## src/design/spd_pkg.sv

```systemverilog
`default_nettype none

package spd_pkg;

  // Storage sizes
  localparam int DELAY_LEN    = 256;
  localparam int SINE_ENTRIES = 256;
  localparam int PTR_W        = $clog2(DELAY_LEN);
  localparam int SIN_IDX_W    = $clog2(SINE_ENTRIES + 1);

  // Sample and coefficient formats
  localparam int SAMPLE_W = 16;
  localparam int COEF_W   = 16;

  // Fixed coefficients: 0.35 and 0.55 in Q0.16, pi/2 in Q30
  localparam int MID_K  = 22938;
  localparam int SIDE_K = 36045;
  localparam longint unsigned HALF_PI_Q30 = 64'd1686629713;

  // Shared multiplier: signed A times unsigned B
  localparam int MUL_A_W = 34;
  localparam int MUL_B_W = 17;
  localparam int MUL_P_W = MUL_A_W + MUL_B_W + 1;

  typedef logic signed [MUL_A_W-1:0]  mul_a_t;
  typedef logic        [MUL_B_W-1:0]  mul_b_t;
  typedef logic signed [MUL_P_W-1:0]  mul_p_t;
  typedef logic signed [SAMPLE_W-1:0] sample_t;

  // Configuration port
  localparam int CFG_IDX_W  = 4;
  localparam int CFG_DATA_W = 16;
  localparam logic [CFG_IDX_W-1:0] REG_SPREAD     = CFG_IDX_W'(0);
  localparam logic [CFG_IDX_W-1:0] REG_APPLY_GAIN = CFG_IDX_W'(1);

  // Delay ring control from the sequencer
  typedef struct packed {
    logic rd;
    logic push;
  } ring_ctl_t;

  // Quarter-wave sine table, unsigned Q1.15
  typedef logic [SAMPLE_W-1:0] sine_tab_t [0:SINE_ENTRIES];

  // Build the table with a truncating Q30 Taylor series up to x^15
  function automatic sine_tab_t build_sine_tab();
    sine_tab_t       tab;
    longint unsigned x;
    longint unsigned mag;
    longint          sum;
    for (int i = 0; i <= SINE_ENTRIES; i++) begin
      x = (64'(i) * HALF_PI_Q30 + 64'(SINE_ENTRIES / 2)) / 64'(SINE_ENTRIES);
      mag = x;
      sum = $signed(x);
      for (int k = 1; k <= 7; k++) begin
        mag = (mag * x) >> 30;
        mag = (mag * x) >> 30;
        mag = mag / 64'((2 * k) * (2 * k + 1));
        if (k[0]) begin
          sum = sum - $signed(mag);
        end else begin
          sum = sum + $signed(mag);
        end
      end
      if (sum < 0) begin
        sum = 0;
      end
      if (sum > (64'sd1 <<< 30)) begin
        sum = 64'sd1 <<< 30;
      end
      tab[i] = SAMPLE_W'((sum + 64'sd16384) >>> 15);
    end
    return tab;
  endfunction

  // Clamp a wide signed value to Q1.15
  function automatic sample_t sat16(input mul_p_t v);
    sample_t r;
    if (v > MUL_P_W'(32767)) begin
      r = 16'sh7fff;
    end else if (v < -MUL_P_W'(32768)) begin
      r = 16'sh8000;
    end else begin
      r = v[SAMPLE_W-1:0];
    end
    return r;
  endfunction

endpackage

`default_nettype wire

```

## src/design/spd_delay_ring.sv

```systemverilog
`default_nettype none

module spd_delay_ring (
  input  wire logic               clk_i,
  input  wire logic               rst_ni,
  input  wire spd_pkg::ring_ctl_t ctl_i,
  input  wire spd_pkg::sample_t   wr_data_i,
  output spd_pkg::sample_t        rd_data_o
);
  import spd_pkg::*;

  sample_t          mem [DELAY_LEN];
  logic [PTR_W-1:0] ptr_q;
  logic             wrapped_q;
  sample_t          rd_data_q;
  logic             rd_ok_q;

  // Read the oldest entry and write the new one at the same pointer
  always_ff @(posedge clk_i) begin
    if (ctl_i.rd) begin
      rd_data_q <= mem[ptr_q];
    end
    if (ctl_i.push) begin
      mem[ptr_q] <= wr_data_i;
    end
  end

  // Advance the pointer; until the first wrap every read slot is still empty
  always_ff @(posedge clk_i or negedge rst_ni) begin
    if (!rst_ni) begin
      ptr_q     <= '0;
      wrapped_q <= 1'b0;
      rd_ok_q   <= 1'b0;
    end else begin
      if (ctl_i.rd) begin
        rd_ok_q <= wrapped_q;
      end
      if (ctl_i.push) begin
        if (ptr_q == PTR_W'(DELAY_LEN - 1)) begin
          ptr_q     <= '0;
          wrapped_q <= 1'b1;
        end else begin
          ptr_q <= ptr_q + PTR_W'(1);
        end
      end
    end
  end

  assign rd_data_o = rd_ok_q ? rd_data_q : '0;

endmodule

`default_nettype wire

```

## config.mk

```make
export PLATFORM = sky130hd
export DESIGN_NAME = spd_delay_ring
export DESIGN_NICKNAME = d
export VERILOG_FILES = /design/src/design/spd_pkg.sv /design/src/design/spd_delay_ring.sv
export SDC_FILE = /design/constraint.sdc
export NUM_CORES = 2
export LEC_CHECK = 0
export BUFFER_PORTS_ARGS = -buffer_cell sky130_fd_sc_hd__buf_4
export CAP_MARGIN = 20
export CORE_MARGIN = 4
export CORE_UTILIZATION = 40
export CTS_CLUSTER_DIAMETER = 100
export CTS_CLUSTER_SIZE = 25
export DETAILED_ROUTE_END_ITERATION = 16
export GPL_TIMING_DRIVEN = 0
export PLACE_DENSITY = 0.56
export SYNTH_ARGS = -nofsm -noshare
export SYNTH_HDL_FRONTEND = slang
export SYNTH_SLANG_ARGS = --single-unit
```

## constraint.sdc

```tcl
create_clock -name clk_i -period 3.8 [get_ports clk_i]
set_input_delay 0.57 -clock clk_i [delete_from_list [all_inputs] [get_ports clk_i]]
set_output_delay 0.57 -clock clk_i [all_outputs]
set_load 0.03 [all_outputs]
```

==> reports/metrics.yaml <==
synthesis:
  async_reset_ff_frac: 0.00243
  synth-edff-count: 4112
  synth.avg_cell_area_um2: 23.0
  synthSimpleGateAreaFrac: 0.00960
  ys_seq_area_frac: 0.793
  synth_area_um2: 156000
  synthTopCellsByArea: "edfxtp_1 (79%), mux4_2 (15%), a22oi_1 (2.5%), a21oi_1 (0.82%), nor2_1 (0.63%)"
  synth-compound-area-share: 0.0367
  synth_common_cells: "edfxtp_1 (4112), mux4_2 (1024), a22oi_1 (512)"
  synth-main-ff-cell: "edfxtp_1"
  yosysTopAreaCell: "edfxtp_1"
  synthAdderAreaFrac: 0.000321
  yosysTopAreaCellShare: 0.792
  synth_cells: 6783
  synth_seq_cells: 4122
  syn_nets: 6807
  synth_top_family_by_area: "multiplexers"
  synth_xor_area_frac: 0.000225
  yosysMostFrequentCell: "edfxtp_1"
  synth_mux_area_frac: 0.148
  synth_cell_types: 31
  synth-warning-count: 0
timing:
  min_period_ns: 3.97
  setup-violations-final: 86
  max-slew-margin-rel: 0.0573
  fmaxAchievable_ghz: 0.252
  worst_slack_ns: -0.167
  slew_violations: 0
  rsz0062_at_grt: "yes"
  worst_pin_slew_ns: 1.41
  fin_crit_sh: 1.04
  fin_skew_ns: 0.0980
  finalHoldViolations: 0
worst_hold_path:
  holdPathEnd: "mem[83][6]"
  min_path_cells: 1
  hold_path_startpoint: "wr_data_i[6]"
  holdCritPathClass: "input port to register"
floorplanning:
  start_util: 0.401
  floorplan.die.width_um: 632
  die_h_um: 632
  dieArea_um2: 400000
  rows: 229
  io_pins: 36
  core-area_um2: 389000
drt:
  first_pass_iters: 6
  wl_mm: 447
  drtIter0Drc: 10800
  wl_per_cell_um: 35.5
  drtAntennaViolNets: 0
  drc_errors: 0
  viasPerCell: 6.01
  vias: 75700
layout:
  area_growth_pct: 13.0
  layout.nets: 7361
  fin_cells: 12600
  drive_gt1_frac: 0.305
  n_fill_cell: 32100
worst_setup_path:
  crit_chain: "buf_6 > clkbuf_4 > buf_8 > buf_4 > mux4_2 > a22oi_2 > a21oi_2 > o41ai_4 > nand4_1"
  r2r_cells: 9
  cp_top_family: "compound AO/OA/AOI/OAI gates"
  reg2reg_from: "ptr_q[1]"
  worstReg2RegEnd: "rd_data_q[7]"
  cp_max_fo: 10
  critical_path.max_stage_delay_ns: 0.74
  crit_buf_inv: 4
  criticalPathCategory: "register to register"
  worstPathRequired_ns: 4.30
  r2r_setup_slack_ns: -0.17
  critPathSlowestCell: "o41ai_4"
  startpoint_type: "register"
  arrival_ns: 4.46
  end_kind: "register"
grt:
  antenna_found_initial: 28
  grtUsageTotal: 0.221
  grt_pass1_wl_mm: 615
  grt_pass1_vias: 74600
  grt_start_max_net_pins: 145
  overflow: 0
power_and_ir_drop:
  p_sw_uw: 30200
  power_density_nw_per_um2: 551
  seqPwrFrac: 0.521
  sw_frac_of_total: 0.311
  p_comb_frac: 0.242
  p_int_uw: 67000
  peakVddDrop_mv: 0.440
  leakagePower_uw: 0.0523
  clkPwrFrac: 0.237
placed_design:
  place_inst: 12300
  dp_hpwl_mm: 303
  gp_congestion: 0.989
  portBuffers: 34
  pre_cts_slack_ns: -1.91
cts:
  clk_pin_slew_ns: 0.11
  worstSkewPairLatency_ns: 0.94
  numCtsBuffers: 189
  cts_buffer_depth: 4
  htreeDepth: 4
  clock-sinks: 4122
  cts_tree: "yes"
  cts_root_buffer: "clkbuf_16"
run_status:
  status: "finished with violations"
  violations: "negative setup slack"
run:
  cap_violations: 0
-- power groups by stage --
| stage | sequential [uW] | clock [uW] | combinational [uW] |
|---|---|---|---|
| floorplan | 51600 | 0 | 10400 |
| global placement | 51700 | 0 | 21000 |
| detailed placement | 51700 | 0 | 22000 |
| CTS | 50600 | 23500 | 22900 |
| global route | 50700 | 25200 | 24100 |
| finish | 50600 | 23100 | 23500 |
-- cell type report --
cell class	count	area (um2)	share of cell area
antenna	12	30.0	0.000170
buffer	419	2720	0.0154
clock buffer	224	4970	0.0282
clock inverter	12	151	0.000859
inverter	3	11.3	0.0000639
multi-input combinational	2235	32300	0.183
sequential	4122	124000	0.702
tap	5197	6500	0.0369
timing repair buffer	367	5860	0.0332
-- repair_timing --
item | CTS | global route
gates resized for setup | 402 | 188
endpoints found under the hold margin | 189 | 0
hold buffers | 8 | 0
buffers inserted | 6 | 11
cloned | 0 | 1
endpoints found under the setup margin | 3531 | 379
pin swaps | 20 | 23
-- metrics by stage --
step	util	setup TNS (ns)	total power (uW)	hold WS, ns	instance area (um2)
floorplan	-	0	62100	0.274	156000
global placement	0.419	-	72800	0.428	163000
detailed placement	0.434	-3326.38	73700	0.426	169000
CTS	0.451	-0.838	97000	0.00412	175000
global route	0.453	-0.771	99900	0.0355	176000
finish	0.453	-3.14	97200	0.0711	176000
-- state kept, by name (all words and copies together) (netlist names) --
| signal | cells |
|---|---|
| wrapped_q | 1 |
| rd_data_q | 16 |
| ptr_q | 8 |
| rd_ok_q | 1 |
| mem | 4096 |
-- cell families after synthesis --
family / count (synthesis)
flip-flops: 4122
multiplexers: 1026
AO/OA/AOI/OAI: 839
buffers and inverters: 426
AND/OR/NAND/NOR: 362
XOR/XNOR: 4
adder cells (fa/ha/maj): 4
-- routing by layer --
metal	vias to the layer above	track usage	wire, um
met1	41500	0.314	179000
met2	3555	0.342	208000
met3	584	0.0437	40900
li1	30000	-	-
met4	2	0.0784	18700
met5	-	0	20
-- worst max-delay path by stage --
stage / start / endpoint / slack, ns / depth (start not counted)
after CTS: ptr_q[2] / rd_data_q[12] / -0.08 / 8
final: ptr_q[1] / rd_data_q[7] / -0.17 / 9
after global routing: ptr_q[0] / rd_data_q[2] / -0.1 / 8
after floorplan: ptr_q[1] / mem[237][0] / 0.84 / 10
after detailed placement: ptr_q[1] / mem[241][3] / -1.91 / 12
after global placement: ptr_q[1] / mem[240][3] / -4.16 / 10
-- placed cells by master (no fill, tap or decap), drive strengths merged --
cell / n
a21oi: 257
ha: 4
a31oi: 1
dlygate4sd3: 8
nor2b: 5
clkbuf: 483
clkdlybuf4s15: 4
o22ai: 1
o2bb2ai: 1
and2: 19
dfrtp: 10
edfxtp: 4112
nand3: 19
nand4: 17
xnor2: 3
or2: 2
diode: 12
mux4: 1024
nand2b: 2
mux2i: 1
nor2: 262
clkinv: 6
nand2: 35
inv: 9
and3: 1
buf: 515
o21ai: 3
xor2: 1
o41ai: 64
a22oi: 512
mux2: 1
Note: power is estimated with default switching activity, not from simulation.
