`src/design/spd_pkg.sv`:
```
`default_nettype none

package spd_pkg;

  // Storage sizes
  localparam int DELAY_LEN    = 256;
  localparam int SINE_ENTRIES = 256;
  localparam int PTR_W        = $clog2(DELAY_LEN);
  localparam int SIN_IDX_W    = $clog2(SINE_ENTRIES + 1);

  // Sample and coefficient formats
  localparam int SAMPLE_W = 16;
  localparam int COEF_W   = 16;

  // Fixed coefficients: 0.35 and 0.55 in Q0.16, pi/2 in Q30
  localparam int MID_K  = 22938;
  localparam int SIDE_K = 36045;
  localparam longint unsigned HALF_PI_Q30 = 64'd1686629713;

  // Shared multiplier: signed A times unsigned B
  localparam int MUL_A_W = 34;
  localparam int MUL_B_W = 17;
  localparam int MUL_P_W = MUL_A_W + MUL_B_W + 1;

  typedef logic signed [MUL_A_W-1:0]  mul_a_t;
  typedef logic        [MUL_B_W-1:0]  mul_b_t;
  typedef logic signed [MUL_P_W-1:0]  mul_p_t;
  typedef logic signed [SAMPLE_W-1:0] sample_t;

  // Configuration port
  localparam int CFG_IDX_W  = 4;
  localparam int CFG_DATA_W = 16;
  localparam logic [CFG_IDX_W-1:0] REG_SPREAD     = CFG_IDX_W'(0);
  localparam logic [CFG_IDX_W-1:0] REG_APPLY_GAIN = CFG_IDX_W'(1);

  // Delay ring control from the sequencer
  typedef struct packed {
    logic rd;
    logic push;
  } ring_ctl_t;

  // Quarter-wave sine table, unsigned Q1.15
  typedef logic [SAMPLE_W-1:0] sine_tab_t [0:SINE_ENTRIES];

  // Build the table with a truncating Q30 Taylor series up to x^15
  function automatic sine_tab_t build_sine_tab();
    sine_tab_t       tab;
    longint unsigned x;
    longint unsigned mag;
    longint          sum;
    for (int i = 0; i <= SINE_ENTRIES; i++) begin
      x = (64'(i) * HALF_PI_Q30 + 64'(SINE_ENTRIES / 2)) / 64'(SINE_ENTRIES);
      mag = x;
      sum = $signed(x);
      for (int k = 1; k <= 7; k++) begin
        mag = (mag * x) >> 30;
        mag = (mag * x) >> 30;
        mag = mag / 64'((2 * k) * (2 * k + 1));
        if (k[0]) begin
          sum = sum - $signed(mag);
        end else begin
          sum = sum + $signed(mag);
        end
      end
      if (sum < 0) begin
        sum = 0;
      end
      if (sum > (64'sd1 <<< 30)) begin
        sum = 64'sd1 <<< 30;
      end
      tab[i] = SAMPLE_W'((sum + 64'sd16384) >>> 15);
    end
    return tab;
  endfunction

  // Clamp a wide signed value to Q1.15
  function automatic sample_t sat16(input mul_p_t v);
    sample_t r;
    if (v > MUL_P_W'(32767)) begin
      r = 16'sh7fff;
    end else if (v < -MUL_P_W'(32768)) begin
      r = 16'sh8000;
    end else begin
      r = v[SAMPLE_W-1:0];
    end
    return r;
  endfunction

endpackage

`default_nettype wire

```
`src/design/spd_mul.sv`:
```
`default_nettype none

module spd_mul (
  input  wire logic            clk_i,
  input  wire spd_pkg::mul_a_t a_i,
  input  wire spd_pkg::mul_b_t b_i,
  output spd_pkg::mul_p_t      prod_o
);
  import spd_pkg::*;

  mul_p_t prod_q;

  // Multiply signed A by unsigned B, register the full product
  always_ff @(posedge clk_i) begin
    prod_q <= a_i * $signed({1'b0, b_i});
  end

  assign prod_o = prod_q;

endmodule

`default_nettype wire

```
`config.mk`:
```
export PLATFORM = sky130hd
export DESIGN_NAME = spd_mul
export DESIGN_NICKNAME = d
export VERILOG_FILES = /design/src/design/spd_pkg.sv /design/src/design/spd_mul.sv
export SDC_FILE = /design/constraint.sdc
export NUM_CORES = 2
export LEC_CHECK = 0
export ABC_AREA = 0
export ABC_CLOCK_PERIOD_IN_PS = 7100
export BUFFER_PORTS_ARGS = -buffer_cell sky130_fd_sc_hd__buf_2
export CAP_MARGIN = 5
export CORE_MARGIN = 5
export CORE_UTILIZATION = 55
export DETAILED_ROUTE_END_ITERATION = 12
export PLACE_DENSITY = 0.8
export RECOVER_POWER = 25
export SLEW_MARGIN = 20
export SYNTH_ARGS = -nofsm -noshare
export SYNTH_HDL_FRONTEND = slang
export SYNTH_SLANG_ARGS = --single-unit
```
`constraint.sdc`:
```
create_clock -name clk_i -period 7.1 [get_ports clk_i]
set_input_delay 0.71 -clock clk_i [delete_from_list [all_inputs] [get_ports clk_i]]
set_output_delay 0.71 -clock clk_i [all_outputs]
set_load 0.02 [all_outputs]
```
==> results.yml <==
critical_path:
  critPathLaunchType: "input port"
  cp.arrival_ns: 7.03
  crit_fanout: 33
  timing.critical_path.cells: "buf_2 > buf_12 > and2_1 > fa_1 > inv_1 > fa_1 > fa_1 > inv_1 > fa_1 > fa_1 > fa_1 > ha_1 > and3_1 > o21a_1 > a311o_1 > o211ai_2 > a21oi_2 > o21ai_4 > o41ai_2 > buf_4 > o21ai_1 > o21ai_0 > xor2_1"
  critical_path.top_delay_family: "adder cells"
  timing.critical_path.mode_cell: "sky130_fd_sc_hd__fa_1"
  cp_slowest_stage_delay_ns: 0.55
  setup.worst_path.end_class: "flip-flop"
  timing.critical_path.buf_inv: 5
  timing.setup.critical_path_class: "in -> reg"
  crit_start: "b_i[3]"
  critPathRequiredTime_ns: 7.31
  timing.critical_path.slowest_stage_cell: "sky130_fd_sc_hd__fa_1"
sta:
  finalHoldViolCount: 0
  rsz_0062_raised_after_global_routing: "false"
  report.final.setup_viol: 0
  final.setup.tns_ns: 0
  period_share_pct: 96.0
  maxSlewViolCount: 0
  max_clock_freq_mhz: 147
  slew_of_the_pin_with_the_lowest_slew_margin_ns: 0.685
  max_slew_margin_pct: 54.3
  layout_min_cycle_time_ns: 6.82
yosys:
  fraction_of_the_mapped_netlist_area_in_compound_gates_pct: 4.75
  average_footprint_of_a_synthesized_cell_um2: 9.07
  synth_mux_area_share_pct: 0
  yosys.area_share.adder_pct: 60.0
  synth_nets: 3031
  synth.cell_area_um2: 20900
  synth_edf_count: 0
  synth_simple_gate_area_share_pct: 15.3
  ys_dominant_reg_cell: "sky130_fd_sc_hd__dfxtp_1"
  synth-seq-area-share_pct: 4.98
  synth-xor-area-share_pct: 2.09
  asyncSetResetFlopFracSynth_pct: 0
  yosysWarnings: 0
  syn-instance-count: 2306
  combinational_family_with_the_most_area_after_synthesis: "adder cells"
  ys_ff_latch: 52
  ys_types: 55
min_path:
  whs_path_depth: 2
  worst_hold_path.endpoint: "prod_o[0]"
  holdCritStartpoint: "a_i[0]"
  hold_path_class: "in -> reg"
clock_network:
  clk_pin_slew_ns: 0.07
  h-tree-depth: 2
  cts_made_buffers: 5
  cts_root_buffer: "sky130_fd_sc_hd__clkbuf_16"
  cts.repair_timing.setup_buffer_count: 0
  cts_tree: "built"
  cts.sink_count: 52
  ctsResizeCount: 0
  clockBufferDepth: 2
  cts-hold-fix-buffers: 0
die:
  starting_density_of_the_core_pct: 55.7
  chipHeight_um: 205
  fp.coreArea_um2: 37600
  floorplan.die_area_um2: 42000
  dieWidth_um: 205
  io_pins: 104
  std_cell_rows: 71
layout:
  multi_input_area_um2: 17200
  num-nets-final: 3125
  final_layout_size_suffix_gt1_share_pct: 7.46
  largest_register_ffs: 52
  area.sequential_um2: 1040
  final_util_pct: 59.9
  area_growth_syn_to_layout_pct: 7.61
  fillCellCount: 3188
  finish.cell_count_without_fillers: 2913
placed_design:
  gpl.final_weighted_congestion: 0.928
  dp_hpwl_um: 46000
  place_inst: 2904
  place.port_buffers: 103
drt:
  dr.pass1.iters: 7
  viasPerCell: 5.34
  final_antenna_net_count: 0
  vias: 15600
  drt-total-wl_um: 54200
  post-route-drc-count: 0
  first_iter_violations: 826
  post_drt_wl_per_cell_um: 18.6
grt:
  grt_pass1_wl_um: 90600
  grt_antenna_before_repair: 3
  track_usage_pct: 27.7
  vias_in_the_first_global_route: 17900
  grt_max_degree: 34
  global_route.overflow_total: 0
run:
  max_cap_violations: 0
outcome:
  outcome: "complete, no violations"
[through the flow]
stage	cell area (um2)	worst slack, ns	hold slack (ns)
2_1_floorplan	20900	0.427	0.832
3_3_place_gp	22400	0.0710	1.13
3_5_place_dp	22400	-0.0178	1.13
4_1_cts	22500	0.312	0.804
5_1_grt	22500	0.0475	0.811
6_report	22500	0.281	0.814
[synth_stat cells, types with 13 or more instances]
| library cell | n | share of area (%) |
|---|---|---|
| sky130_fd_sc_hd__and2_1 | 234 | 7.0 |
| sky130_fd_sc_hd__xor2_1 | 13 | 0.54 |
| sky130_fd_sc_hd__nor2_1 | 19 | 0.34 |
| sky130_fd_sc_hd__dfxtp_1 | 52 | 5.0 |
| sky130_fd_sc_hd__a21oi_1 | 49 | 1.2 |
| sky130_fd_sc_hd__fa_1 | 551 | 53 |
| sky130_fd_sc_hd__xnor2_1 | 37 | 1.5 |
| sky130_fd_sc_hd__clkbuf_1 | 95 | 1.7 |
| sky130_fd_sc_hd__nand2_1 | 369 | 6.6 |
| sky130_fd_sc_hd__o21ai_0 | 16 | 0.38 |
| sky130_fd_sc_hd__a21o_1 | 25 | 0.90 |
| sky130_fd_sc_hd__inv_1 | 618 | 11 |
| sky130_fd_sc_hd__ha_1 | 122 | 7.3 |
[cells by family (layout without fill, tap and decap cells)]
family                   Yosys count  count (layout)
AO/OA/AOI/OAI                    149             149
XOR/XNOR                          50              50
adder cells (fa/ha/maj)          673             673
buffers and inverters            714             809
flip-flops                        52              52
other                              0               1
AND/OR/NAND/NOR                  668             668
[worst max path at each step]
stage | to | depth (start not counted) | slack [ns]
finish | prod_o[47] | 23 | 0.28
global route | prod_o[50] | 24 | 0.05
CTS | prod_o[47] | 23 | 0.31
detailed placement | prod_o[47] | 23 | -0.02
global placement | prod_o[47] | 25 | 0.07
floorplan | prod_o[49] | 23 | 0.43
[metal layers]
layer / up-vias / wire, um / GRT usage (%)
met2: 622 / 28100 / 49.4
li1: 6779 / - / -
met4: 2 / 3600 / 15.3
met1: 7948 / 19200 / 32.2
met5: - / 13 / 0
met3: 211 / 3290 / 3.97
[cells in the final DEF (no fill, tap or decap), types with 5 or more instances in the layout]
| cell | n |
|---|---|
| sky130_fd_sc_hd__a21o_1 | 25 |
| sky130_fd_sc_hd__buf_12 | 5 |
| sky130_fd_sc_hd__nand4_1 | 7 |
| sky130_fd_sc_hd__nand2_1 | 369 |
| sky130_fd_sc_hd__buf_4 | 75 |
| sky130_fd_sc_hd__buf_2 | 79 |
| sky130_fd_sc_hd__o21bai_1 | 12 |
| sky130_fd_sc_hd__fa_1 | 551 |
| sky130_fd_sc_hd__nand3_1 | 7 |
| sky130_fd_sc_hd__inv_1 | 618 |
| sky130_fd_sc_hd__xnor2_1 | 37 |
| sky130_fd_sc_hd__nand2b_1 | 6 |
| sky130_fd_sc_hd__and3_1 | 9 |
| sky130_fd_sc_hd__o21ai_1 | 5 |
| sky130_fd_sc_hd__and2_1 | 234 |
| sky130_fd_sc_hd__nor2_1 | 19 |
| sky130_fd_sc_hd__a21oi_1 | 49 |
| sky130_fd_sc_hd__o21ai_0 | 16 |
| sky130_fd_sc_hd__clkbuf_1 | 25 |
| sky130_fd_sc_hd__xor2_1 | 13 |
| sky130_fd_sc_hd__dfxtp_1 | 52 |
| sky130_fd_sc_hd__clkbuf_16 | 5 |
| sky130_fd_sc_hd__a31oi_1 | 5 |
| sky130_fd_sc_hd__ha_1 | 122 |
[final cells by class]
| type | instances | share of cell area [%] |
|---|---|---|
| Tap cell | 511 | 2.84 |
| Inverter | 618 | 10.3 |
| Clock buffer | 6 | 0.572 |
| Antenna cell | 1 | 0.0111 |
| Clock inverter | 2 | 0.156 |
| Multi-Input combinational cell | 1540 | 76.4 |
| Sequential cell | 52 | 4.62 |
| Timing Repair Buffer | 183 | 5.10 |
Power is left out: the tool's default activity adds up to more than one toggle a clock period on the data nets, which glitch-free logic cannot reach.
